===== src/hdl/yrp_pkg.sv =====
// Shared types, constants and register map of the yaw rotation PID controller.
package yrp_pkg;

    localparam int YAW_W    = 17;
    localparam int TURNS_W  = 16;
    localparam int PWM_W    = 16;
    localparam int GAIN_W   = 16;
    localparam int WORD_W   = 32;
    localparam int TGT_W    = 24;
    localparam int DIFF_W   = 18;
    localparam int ROT_W    = 40;
    localparam int ERR_W    = 41;
    localparam int DERR_W   = 42;
    localparam int INTEG_W  = 48;
    localparam int ACC_W    = 66;
    localparam int CNT_W    = 4;
    localparam int CFG_IDX_W = 3;

    // Unwrap thresholds in 1/128 degree
    localparam logic [DIFF_W-1:0] DEG300 = DIFF_W'(38400);
    localparam logic [DIFF_W-1:0] DEG360 = DIFF_W'(46080);

    typedef enum logic [CFG_IDX_W-1:0] {
        REG_PROP_GAIN   = 3'd0,
        REG_INTEG_GAIN  = 3'd1,
        REG_DERIV_GAIN  = 3'd2,
        REG_STATIC_BND  = 3'd3,
        REG_INTEG_CAP   = 3'd4,
        REG_SPEED_FS    = 3'd5,
        REG_PWM_MIN     = 3'd6,
        REG_PWM_MAX     = 3'd7
    } cfg_index_t;

    typedef enum logic {
        REQ_START  = 1'b0,
        REQ_SAMPLE = 1'b1
    } req_type_t;

    typedef struct packed {
        logic [GAIN_W-1:0] prop_gain;
        logic [GAIN_W-1:0] integ_gain;
        logic [GAIN_W-1:0] deriv_gain;
        logic [GAIN_W-1:0] static_bound;
        logic [WORD_W-1:0] integ_cap;
        logic [WORD_W-1:0] speed_full_scale;
        logic [PWM_W-1:0]  pwm_min;
        logic [PWM_W-1:0]  pwm_max;
    } cfg_regs_t;

    typedef enum logic [3:0] {
        ST_IDLE,
        ST_DIFF,
        ST_DELTA,
        ST_ROT,
        ST_ERR,
        ST_ABS,
        ST_INTEG,
        ST_MUL_P,
        ST_MUL_I,
        ST_MUL_D,
        ST_SCALE,
        ST_MAP,
        ST_DIV,
        ST_FIN,
        ST_OUT
    } state_t;

endpackage


===== src/hdl/yrp_addsub.sv =====
// Shared wide adder/subtractor used by the multiply and divide steps.
module yrp_addsub
    import yrp_pkg::*;
(
    input  logic [ACC_W-1:0] a,
    input  logic [ACC_W-1:0] b,
    input  logic             sub,
    output logic [ACC_W-1:0] y
);

    assign y = a + (b ^ {ACC_W{sub}}) + {{(ACC_W-1){1'b0}}, sub};

endmodule


===== src/hdl/yrp_cfg.sv =====
// Configuration register file with reset values.
module yrp_cfg
    import yrp_pkg::*;
(
    input  logic                 aclk,
    input  logic                 aresetn,
    input  logic                 cfg_valid,
    output logic                 cfg_ready,
    input  logic [CFG_IDX_W-1:0] cfg_index,
    input  logic [WORD_W-1:0]    cfg_data,
    output cfg_regs_t            cfg_o
);

    cfg_regs_t regs_reg;
    cfg_regs_t regs_next;

    assign cfg_ready = 1'b1;
    assign cfg_o     = regs_reg;

    always_comb begin
        regs_next = regs_reg;
        if (cfg_valid) begin
            case (cfg_index_t'(cfg_index))
                REG_PROP_GAIN:  regs_next.prop_gain        = cfg_data[GAIN_W-1:0];
                REG_INTEG_GAIN: regs_next.integ_gain       = cfg_data[GAIN_W-1:0];
                REG_DERIV_GAIN: regs_next.deriv_gain       = cfg_data[GAIN_W-1:0];
                REG_STATIC_BND: regs_next.static_bound     = cfg_data[GAIN_W-1:0];
                REG_INTEG_CAP:  regs_next.integ_cap        = cfg_data;
                REG_SPEED_FS:   regs_next.speed_full_scale = cfg_data;
                REG_PWM_MIN:    regs_next.pwm_min          = cfg_data[PWM_W-1:0];
                REG_PWM_MAX:    regs_next.pwm_max          = cfg_data[PWM_W-1:0];
                default: ;
            endcase
        end
    end

    always_ff @(posedge aclk) begin
        if (!aresetn) begin
            regs_reg.prop_gain        <= GAIN_W'(256);
            regs_reg.integ_gain       <= '0;
            regs_reg.deriv_gain       <= '0;
            regs_reg.static_bound     <= GAIN_W'(1280);
            regs_reg.integ_cap        <= WORD_W'(819200);
            regs_reg.speed_full_scale <= WORD_W'(65536);
            regs_reg.pwm_min          <= '0;
            regs_reg.pwm_max          <= PWM_W'(65535);
        end else begin
            regs_reg <= regs_next;
        end
    end

endmodule


===== src/hdl/yrp_core.sv =====
// Sequencer and datapath: rotation tracking, PID terms, PWM map and divide.
module yrp_core
    import yrp_pkg::*;
(
    input  logic                aclk,
    input  logic                aresetn,
    input  cfg_regs_t           cfg_i,
    input  logic                in_valid,
    output logic                in_ready,
    input  logic                in_req_type,
    input  logic [YAW_W-1:0]    in_yaw,
    input  logic [TURNS_W-1:0]  in_turns,
    output logic                out_valid,
    input  logic                out_ready,
    output logic [PWM_W-1:0]    out_pwm
);

    state_t state_reg, state_next;

    logic signed [YAW_W-1:0]   prev_yaw_reg, prev_yaw_next;
    logic signed [YAW_W-1:0]   yaw_reg, yaw_next;
    logic [YAW_W-1:0]          adiff_reg, adiff_next;
    logic signed [DIFF_W-1:0]  delta_reg, delta_next;
    logic signed [ROT_W-1:0]   rot_reg, rot_next;
    logic [TGT_W-1:0]          target_reg, target_next;
    logic signed [ERR_W-1:0]   err_reg, err_next;
    logic signed [ERR_W-1:0]   last_err_reg, last_err_next;
    logic signed [DERR_W-1:0]  derr_reg, derr_next;
    logic signed [INTEG_W-1:0] integ_reg, integ_next;
    logic                      inb_reg, inb_next;
    logic [ACC_W-1:0]          acc_reg, acc_next;
    logic [ACC_W-1:0]          mcand_reg, mcand_next;
    logic [GAIN_W-1:0]         mplier_reg, mplier_next;
    logic [CNT_W-1:0]          cnt_reg, cnt_next;
    logic [PWM_W-1:0]          res_reg, res_next;
    logic [PWM_W-1:0]          pwm_reg, pwm_next;
    logic                      out_valid_reg, out_valid_next;

    logic [ACC_W-1:0] alu_a, alu_b, alu_y;
    logic             alu_sub;

    logic signed [DIFF_W-1:0]  diff_s;
    logic [ERR_W-1:0]          abs_err;
    logic signed [INTEG_W:0]   isum;
    logic [PWM_W-1:0]          range_w;
    logic                      last_step;

    yrp_addsub u_alu (
        .a   (alu_a),
        .b   (alu_b),
        .sub (alu_sub),
        .y   (alu_y)
    );

    assign in_ready  = (state_reg == ST_IDLE);
    assign out_valid = out_valid_reg;
    assign out_pwm   = pwm_reg;
    assign last_step = (cnt_reg == {CNT_W{1'b1}});
    assign range_w   = cfg_i.pwm_max - cfg_i.pwm_min;

    assign diff_s  = DIFF_W'(prev_yaw_reg) - DIFF_W'(yaw_reg);
    assign abs_err = err_reg[ERR_W-1] ? ERR_W'(-err_reg) : ERR_W'(err_reg);
    assign isum    = (INTEG_W+1)'(integ_reg) + (INTEG_W+1)'(err_reg);

    always_ff @(posedge aclk) begin
        if (!aresetn) begin
            state_reg     <= ST_IDLE;
            out_valid_reg <= 1'b0;
            prev_yaw_reg  <= '0;
            rot_reg       <= '0;
            target_reg    <= '0;
            integ_reg     <= '0;
            last_err_reg  <= '0;
            cnt_reg       <= '0;
        end else begin
            state_reg     <= state_next;
            out_valid_reg <= out_valid_next;
            prev_yaw_reg  <= prev_yaw_next;
            rot_reg       <= rot_next;
            target_reg    <= target_next;
            integ_reg     <= integ_next;
            last_err_reg  <= last_err_next;
            cnt_reg       <= cnt_next;
        end
    end

    always_ff @(posedge aclk) begin
        yaw_reg    <= yaw_next;
        adiff_reg  <= adiff_next;
        delta_reg  <= delta_next;
        err_reg    <= err_next;
        derr_reg   <= derr_next;
        inb_reg    <= inb_next;
        acc_reg    <= acc_next;
        mcand_reg  <= mcand_next;
        mplier_reg <= mplier_next;
        res_reg    <= res_next;
        pwm_reg    <= pwm_next;
    end

    always_comb begin
        state_next     = state_reg;
        prev_yaw_next  = prev_yaw_reg;
        yaw_next       = yaw_reg;
        adiff_next     = adiff_reg;
        delta_next     = delta_reg;
        rot_next       = rot_reg;
        target_next    = target_reg;
        err_next       = err_reg;
        last_err_next  = last_err_reg;
        derr_next      = derr_reg;
        integ_next     = integ_reg;
        inb_next       = inb_reg;
        acc_next       = acc_reg;
        mcand_next     = mcand_reg;
        mplier_next    = mplier_reg;
        cnt_next       = cnt_reg;
        res_next       = res_reg;
        pwm_next       = pwm_reg;
        out_valid_next = out_valid_reg && !out_ready;

        // default: multiply step, acc plus shifted multiplicand
        alu_a   = acc_reg;
        alu_b   = mcand_reg;
        alu_sub = 1'b0;

        case (state_reg)
            ST_IDLE: begin
                if (in_valid) begin
                    if (req_type_t'(in_req_type) == REQ_START) begin
                        // turns * 180 = turns * (128 + 32 + 16 + 4)
                        target_next   = (TGT_W'(in_turns) << 7) + (TGT_W'(in_turns) << 5)
                                      + (TGT_W'(in_turns) << 4) + (TGT_W'(in_turns) << 2);
                        prev_yaw_next = in_yaw;
                        rot_next      = '0;
                    end else begin
                        yaw_next   = in_yaw;
                        state_next = ST_DIFF;
                    end
                end
            end
            ST_DIFF: begin
                adiff_next = diff_s[DIFF_W-1] ? YAW_W'(-diff_s) : YAW_W'(diff_s);
                state_next = ST_DELTA;
            end
            ST_DELTA: begin
                // unwrap the jump across +-180 degrees
                if (DIFF_W'(adiff_reg) >= DEG300) begin
                    delta_next = DEG360 - DIFF_W'(adiff_reg);
                end else begin
                    delta_next = DIFF_W'(adiff_reg);
                end
                state_next = ST_ROT;
            end
            ST_ROT: begin
                rot_next      = rot_reg + ROT_W'(delta_reg);
                prev_yaw_next = yaw_reg;
                state_next    = ST_ERR;
            end
            ST_ERR: begin
                err_next   = $signed({{(ERR_W-TGT_W){1'b0}}, target_reg}) - ERR_W'(rot_reg);
                state_next = ST_ABS;
            end
            ST_ABS: begin
                inb_next   = abs_err < ERR_W'(cfg_i.static_bound);
                derr_next  = DERR_W'(err_reg) - DERR_W'(last_err_reg);
                state_next = ST_INTEG;
            end
            ST_INTEG: begin
                if (!inb_reg) begin
                    integ_next = '0;
                end else if (isum > $signed({{(INTEG_W+1-WORD_W){1'b0}}, cfg_i.integ_cap})) begin
                    integ_next = INTEG_W'(cfg_i.integ_cap);
                end else if (isum[INTEG_W] && !isum[INTEG_W-1]) begin
                    // saturate at the most negative integral
                    integ_next = {1'b1, {(INTEG_W-1){1'b0}}};
                end else begin
                    integ_next = isum[INTEG_W-1:0];
                end
                last_err_next = err_reg;
                acc_next      = '0;
                mcand_next    = ACC_W'(err_reg);
                mplier_next   = cfg_i.prop_gain;
                cnt_next      = '0;
                state_next    = ST_MUL_P;
            end
            ST_MUL_P, ST_MUL_I, ST_MUL_D, ST_MAP: begin
                if (mplier_reg[0]) begin
                    acc_next = alu_y;
                end
                mcand_next  = mcand_reg << 1;
                mplier_next = mplier_reg >> 1;
                cnt_next    = cnt_reg + CNT_W'(1);
                if (last_step) begin
                    case (state_reg)
                        ST_MUL_P: begin
                            mcand_next  = ACC_W'(integ_reg);
                            mplier_next = cfg_i.integ_gain;
                            state_next  = ST_MUL_I;
                        end
                        ST_MUL_I: begin
                            mcand_next  = ACC_W'(derr_reg);
                            mplier_next = cfg_i.deriv_gain;
                            state_next  = ST_MUL_D;
                        end
                        ST_MUL_D: state_next = ST_SCALE;
                        default:  state_next = ST_DIV;
                    endcase
                end
            end
            ST_SCALE: begin
                if (acc_reg[ACC_W-1] || !(|acc_reg[ACC_W-2:8])
                        || (cfg_i.pwm_max <= cfg_i.pwm_min)) begin
                    res_next   = '0;
                    state_next = ST_OUT;
                end else if ((|acc_reg[ACC_W-2:WORD_W+8])
                        || (acc_reg[WORD_W+7:8] >= cfg_i.speed_full_scale)) begin
                    res_next   = cfg_i.pwm_max;
                    state_next = ST_OUT;
                end else begin
                    mcand_next  = ACC_W'(acc_reg[WORD_W+7:8]);
                    mplier_next = range_w;
                    acc_next    = '0;
                    cnt_next    = '0;
                    state_next  = ST_MAP;
                end
            end
            ST_DIV: begin
                // restoring divide, one quotient bit per cycle into acc[15:0]
                alu_a   = ACC_W'(acc_reg[47:15]);
                alu_b   = ACC_W'(cfg_i.speed_full_scale);
                alu_sub = 1'b1;
                if (!alu_y[ACC_W-1]) begin
                    acc_next = {{(ACC_W-48){1'b0}}, alu_y[WORD_W-1:0], acc_reg[14:0], 1'b1};
                end else begin
                    acc_next = {{(ACC_W-48){1'b0}}, acc_reg[46:0], 1'b0};
                end
                cnt_next = cnt_reg + CNT_W'(1);
                if (last_step) begin
                    state_next = ST_FIN;
                end
            end
            ST_FIN: begin
                res_next   = (acc_reg[PWM_W-1:0] == '0) ? '0
                                                        : cfg_i.pwm_min + acc_reg[PWM_W-1:0];
                state_next = ST_OUT;
            end
            ST_OUT: begin
                // hold until the output register is free
                if (!out_valid_reg || out_ready) begin
                    pwm_next       = res_reg;
                    out_valid_next = 1'b1;
                    state_next     = ST_IDLE;
                end
            end
            default: state_next = ST_IDLE;
        endcase
    end

    a_div_rem_below_scale: assert property (@(posedge aclk) disable iff (!aresetn)
        (state_reg == ST_DIV && last_step)
            |=> acc_reg[47:16] < cfg_i.speed_full_scale)
        else $error("divide remainder not below full scale");

    a_result_from_out_state: assert property (@(posedge aclk) disable iff (!aresetn)
        $rose(out_valid_reg) |-> $past(state_reg == ST_OUT))
        else $error("result raised outside output state");

    a_stalled_result_holds: assert property (@(posedge aclk) disable iff (!aresetn)
        (state_reg == ST_OUT && out_valid_reg && !out_ready) |=> state_reg == ST_OUT)
        else $error("pending result overwritten");

    a_counter_idle: assert property (@(posedge aclk) disable iff (!aresetn)
        (cnt_reg != '0) |-> (state_reg == ST_MUL_P || state_reg == ST_MUL_I
            || state_reg == ST_MUL_D || state_reg == ST_MAP || state_reg == ST_DIV))
        else $error("step counter running outside iterative states");

endmodule


===== src/hdl/yaw_rotation_pid_controller_top.sv =====
// Top level of the yaw rotation PID controller: stream ports and config port.
// Start request: taken with no result. A sample request runs on one shared 66-bit adder
// doing three 16-step shift-add products, a 16-step map product and a 16-step restoring
// divide; the map product and divide are skipped when the PWM value saturates or is zero.
// One request at a time: the next sample is taken once the last result is registered,
// later while the result register is still full.
module yaw_rotation_pid_controller_top
    import yrp_pkg::*;
(
    input  logic                 aclk,
    input  logic                 aresetn,
    input  logic                 s_tvalid,
    output logic                 s_tready,
    input  logic [39:0]          s_tdata,   // yaw [16:0], turns [32:17], zero pad
    input  logic                 s_tuser,   // req_type
    output logic                 m_tvalid,
    input  logic                 m_tready,
    output logic [15:0]          m_tdata,   // pwm_out
    input  logic                 cfg_valid,
    output logic                 cfg_ready,
    input  logic [CFG_IDX_W-1:0] cfg_index,
    input  logic [WORD_W-1:0]    cfg_data
);

    // Synchronous reset (aresetn low) clears the tracking state and loads default registers.
    cfg_regs_t cfg;

    yrp_cfg u_cfg (
        .aclk      (aclk),
        .aresetn   (aresetn),
        .cfg_valid (cfg_valid),
        .cfg_ready (cfg_ready),
        .cfg_index (cfg_index),
        .cfg_data  (cfg_data),
        .cfg_o     (cfg)
    );

    yrp_core u_core (
        .aclk        (aclk),
        .aresetn     (aresetn),
        .cfg_i       (cfg),
        .in_valid    (s_tvalid),
        .in_ready    (s_tready),
        .in_req_type (s_tuser),
        .in_yaw      (s_tdata[YAW_W-1:0]),
        .in_turns    (s_tdata[YAW_W+TURNS_W-1:YAW_W]),
        .out_valid   (m_tvalid),
        .out_ready   (m_tready),
        .out_pwm     (m_tdata)
    );

endmodule


===== config.mk =====
export PLATFORM = sky130hd
export DESIGN_NAME = yaw_rotation_pid_controller_top
export DESIGN_NICKNAME = d
export VERILOG_FILES = /design/src/hdl/yrp_pkg.sv /design/src/hdl/yrp_addsub.sv /design/src/hdl/yrp_cfg.sv /design/src/hdl/yrp_core.sv /design/src/hdl/yaw_rotation_pid_controller_top.sv
export SDC_FILE = /design/constraint.sdc
export NUM_CORES = 2
export LEC_CHECK = 0
export BUFFER_PORTS_ARGS = -buffer_cell sky130_fd_sc_hd__clkbuf_2
export CAP_MARGIN = 10
export CORE_ASPECT_RATIO = 0.75
export CORE_MARGIN = 2
export CORE_UTILIZATION = 30
export CTS_BUF_LIST = sky130_fd_sc_hd__clkbuf_2
export CTS_CLUSTER_DIAMETER = 200
export DETAILED_ROUTE_END_ITERATION = 10
export SYNTH_ARGS = -nofsm -noshare
export SYNTH_HDL_FRONTEND = slang
export SYNTH_SLANG_ARGS = --single-unit

===== constraint.sdc =====
create_clock -name aclk -period 17.6 [get_ports aclk]
set_input_delay 0.88 -clock aclk [delete_from_list [all_inputs] [get_ports aclk]]
set_output_delay 0.88 -clock aclk [all_outputs]
set_load 0.02 [all_outputs]

==> metrics.csv <==
stage;metric;value;unit
final_layout;FF+latch area;16200;sq um
cts;clk slew on worst S/H paths;120;ps
placement;RD Place Congestion;0.958;
hold_path;hold wc startpoint;cfg_data[24];
global_route;largest net degree at the start of global routing;148;
logic_synthesis;synthesized netlist net count;5909;
cts;clock latency on the worst-skew pair;1620;ps
global_route;antenna violations before repair;8;
cts;clk buf depth;3;
logic_synthesis;area share of the leading cell type in the synthesized netlist;20.9;%
job;max-cap violations;0;
critical_path;WP data required;19000;ps
sta;crit path time final;8300;ps
hold_path;WHS Endpoint;u_cfg.cfg_o[56];
logic_synthesis;sequential fraction of the synthesis area;35.7;%
drt;drt first-iter violations;4099;
hold_path;hold path depth;4;
logic_synthesis;main area contributors after synthesis;edfxtp_1 (21%), dfxtp_1 (15%), ha_1 (10%);
pwr;P per Cell Area;81.2;nW/um^2
logic_synthesis;Top FF cell, synth;dfxtp_1;
die;Rows;123;
sta;Final Hold Fails;0;
logic_synthesis;Gate Count Post-Synth;5423;
cts;H-tree depth;4;
drt;Final ANT Viol Nets;0;
critical_path;Critical-path top delay cell;nor4b_1;
sta;Final period util;47.1;%
cts;TritonCTS Buffers;177;
critical_path;max incr delay on CP;870;ps
final_layout;Filler cells;15806;
placement;port bufs;91;
logic_synthesis;post-synth top area cell;edfxtp_1;
critical_path;Worst Path Buf+Inv;3;
die;die area;155000;sq um
logic_synthesis;Synth Cell Area;45500;sq um
critical_path;Critical Path Start Type;register;
sta;endpoints failing setup;0;
global_route;Congestion Overflow GR;0;
global_route;number of global-route vias before repair;39241;
sta;Fmax;121;MHz
cts;clk sinks;653;
pwr;cell leakage power;20.0;nW
die;total I/O pin count;100;
die;Die W;453;um
critical_path;reg2reg start;u_core.state_reg[1];
critical_path;FF-to-FF path depth;16;
final_layout;utilization after layout;33.9;%
final_layout;number of flip-flops in the largest register;160;
sta;Slew headroom;13.1;%
cts;setup bufs post-CTS;0;
sta;Slew @ Worst Pin;1300;ps
pwr;worst vdd ir;0.0000640;V
critical_path;critical path fanouts, max;91;
critical_path;Worst Path Arrival;9690;ps
hold_path;worst min-delay path class;in2reg;
logic_synthesis;synth warn;0;
logic_synthesis;Yosys reg bits;653;
logic_synthesis;number of flops mapped to enable cells by yosys;316;
drt;post-DR vias/cell;5.39;
logic_synthesis;Netlist cell types;99;
critical_path;Worst path most repeated cell;buf_4;
die;initial core utilization;30.3;%
sta;Setup TNS Final;0;ps
drt;Pre-antenna DRT Iters;6;
placement;Post-DP HPWL;109000;um
final_layout;Multi-input gate area;27400;sq um
die;Die Ht;341;um
final_layout;final net count;6097;
critical_path;Worst Setup Path Type;reg2reg;
drt;DR WL/cell;19.3;um
global_route;All-Layer GR Usage;18.9;%
logic_synthesis;asr flop ratio synth;0;%
drt;DR DRC count;0;
status;outcome;completed;
sta;Final Max Slew Viols;0;
cts;clk root buf;clkbuf_2;
final_layout;share of layout cells above drive strength 1;8.91;%
drt;DR vias;41854;
critical_path;RR Endpoint;u_core.acc_reg[35];
drt;Routed WL;150000;um
critical_path;Crit. End Element;register;
logic_synthesis;Mean Syn Cell Area;8.38;sq um
critical_path;crit-path leading delay family;simple AND/OR/NAND/NOR gates;
critical_path;reg2reg setup slack;9300;ps
cts;CTS tree;yes;
final_layout;area grow syn2layout;12.0;%
final_layout;commonest cells after routing, fill and taps aside;nand2_1 (850), a21oi_1 (561), ha_1 (371);
sta;RSZ-0062 raised after global routing;false;
sta;Clock Skew;144;ps
global_route;first-pass GRT wire length;230000;um
die;Core Region;150000;sq um
critical_path;CP Cell Sequence;nand4bb_4 -> buf_4 -> buf_4 -> o21ai_0 -> ha_1 -> nand4_1 -> nor3_1 -> nand2_1 -> nor4b_1 -> o21bai_1 -> o31ai_1 -> a31oi_4 -> buf_4 -> o21ai_0 -> nand2_1 -> o221ai_1;
final_layout;commonest non-fill, non-tap cell in the layout;nand2_1;
[repair_timing]
action,in CTS,in global routing
setup endpoints to repair,0,0
hold endpoints to repair,219,0
hold buffers,134,0
gates resized for setup,0,0
[per-stage QoR]
step	hold WS, ps	cells	total power, W	area [sq um]	worst slack (ps)
2_1_floorplan	400	5423	0.00269	45500	10700
3_3_place_gp	403	7295	0.00297	47900	9710
3_5_place_dp	407	7295	0.00299	47900	9770
4_1_cts	3.87	7752	0.00418	50900	9710
5_1_grt	58.7	7761	0.00441	50900	9080
6_report	165	7761	0.00413	50900	9300
[worst register-to-register path: cells and delay by family (launching register included)]
family          cells  cell delay (ps)
compound gates      6             2440
fa+ha+maj           1              540
buf+inv             3             1950
flops               1              640
simple gates        6             2500
[cells in the mapped netlist (all sizes together), types with 20 or more instances]
cell type	count
nor2	347
nand2b	91
o22ai	36
o21ai	346
xor2	96
nor3	94
inv	261
a21oi	566
nor2b	50
a311oi	22
a21o	166
edfxtp	316
a211oi	57
xnor2	199
o21bai	54
buf	29
a221o	37
dfxtp	337
o211ai	28
and2	49
and3	58
clkbuf	236
nor4	41
ha	371
nand3	117
a31oi	36
a22oi	117
fa	34
a22o	21
o21a	41
mux2i	23
or3	27
nand2	851
nand4	55
o31ai	20
[cell families (layout without fill, tap and decap cells)]
| kind of cell | Yosys count | count (layout) | share of synthesized area (%) |
|---|---|---|---|
| AO/OA/AOI/OAI | 1674 | 1674 | 23.3 |
| XOR/XNOR | 295 | 295 | 5.68 |
| adder cells (fa/ha/maj) | 405 | 405 | 11.7 |
| buffers and inverters | 526 | 858 | 4.51 |
| flip-flops | 653 | 653 | 35.7 |
| multiplexers | 27 | 27 | 0.606 |
| other | 1 | 7 | 0.00825 |
| AND/OR/NAND/NOR | 1842 | 1842 | 18.4 |
[power breakdown]
part / switching (W) / internal [W] / total, W
registers: 0.0000770 / 0.00174 / 0.00182
clock network: 0.000714 / 0.000432 / 0.00115
logic: 0.000676 / 0.000489 / 0.00117
total: 0.00147 / 0.00266 / 0.00413
[worst max-delay path by stage]
| stage | cells after the start | from | slack [ps] | end |
|---|---|---|---|---|
| after floorplan | 15 | u_cfg.cfg_o[0] | 10700 | u_core.mcand_reg[0] |
| after global routing | 16 | u_core.state_reg[1] | 9080 | u_core.acc_reg[0] |
| after CTS | 16 | u_core.state_reg[1] | 9710 | u_core.acc_reg[35] |
| final | 16 | u_core.state_reg[1] | 9300 | u_core.acc_reg[35] |
| after global placement | 16 | u_core.state_reg[1] | 9710 | u_core.acc_reg[35] |
| after detailed placement | 16 | u_core.state_reg[0] | 9770 | u_core.acc_reg[35] |
[final cells by class]
class,count,share of cell area [%]
multi-input cells,4244,53.7
repair buffers,274,4.28
well taps,2000,4.92
diodes,6,0.0295
inverters,261,1.94
clock inverters,59,0.595
clock buffers,264,2.60
flip-flops and latches,653,31.9
[layer usage]
metal | share of wire [%] | global-route usage (%) | vias up
met5 | 0.018 | 0 | -
met4 | 2.3 | 5.47 | 4
met1 | 47 | 27.3 | 19986
li1 | - | - | 20115
met3 | 8.2 | 3.72 | 210
met2 | 42 | 28.3 | 1539
Note: power is estimated with default switching activity, not from simulation.
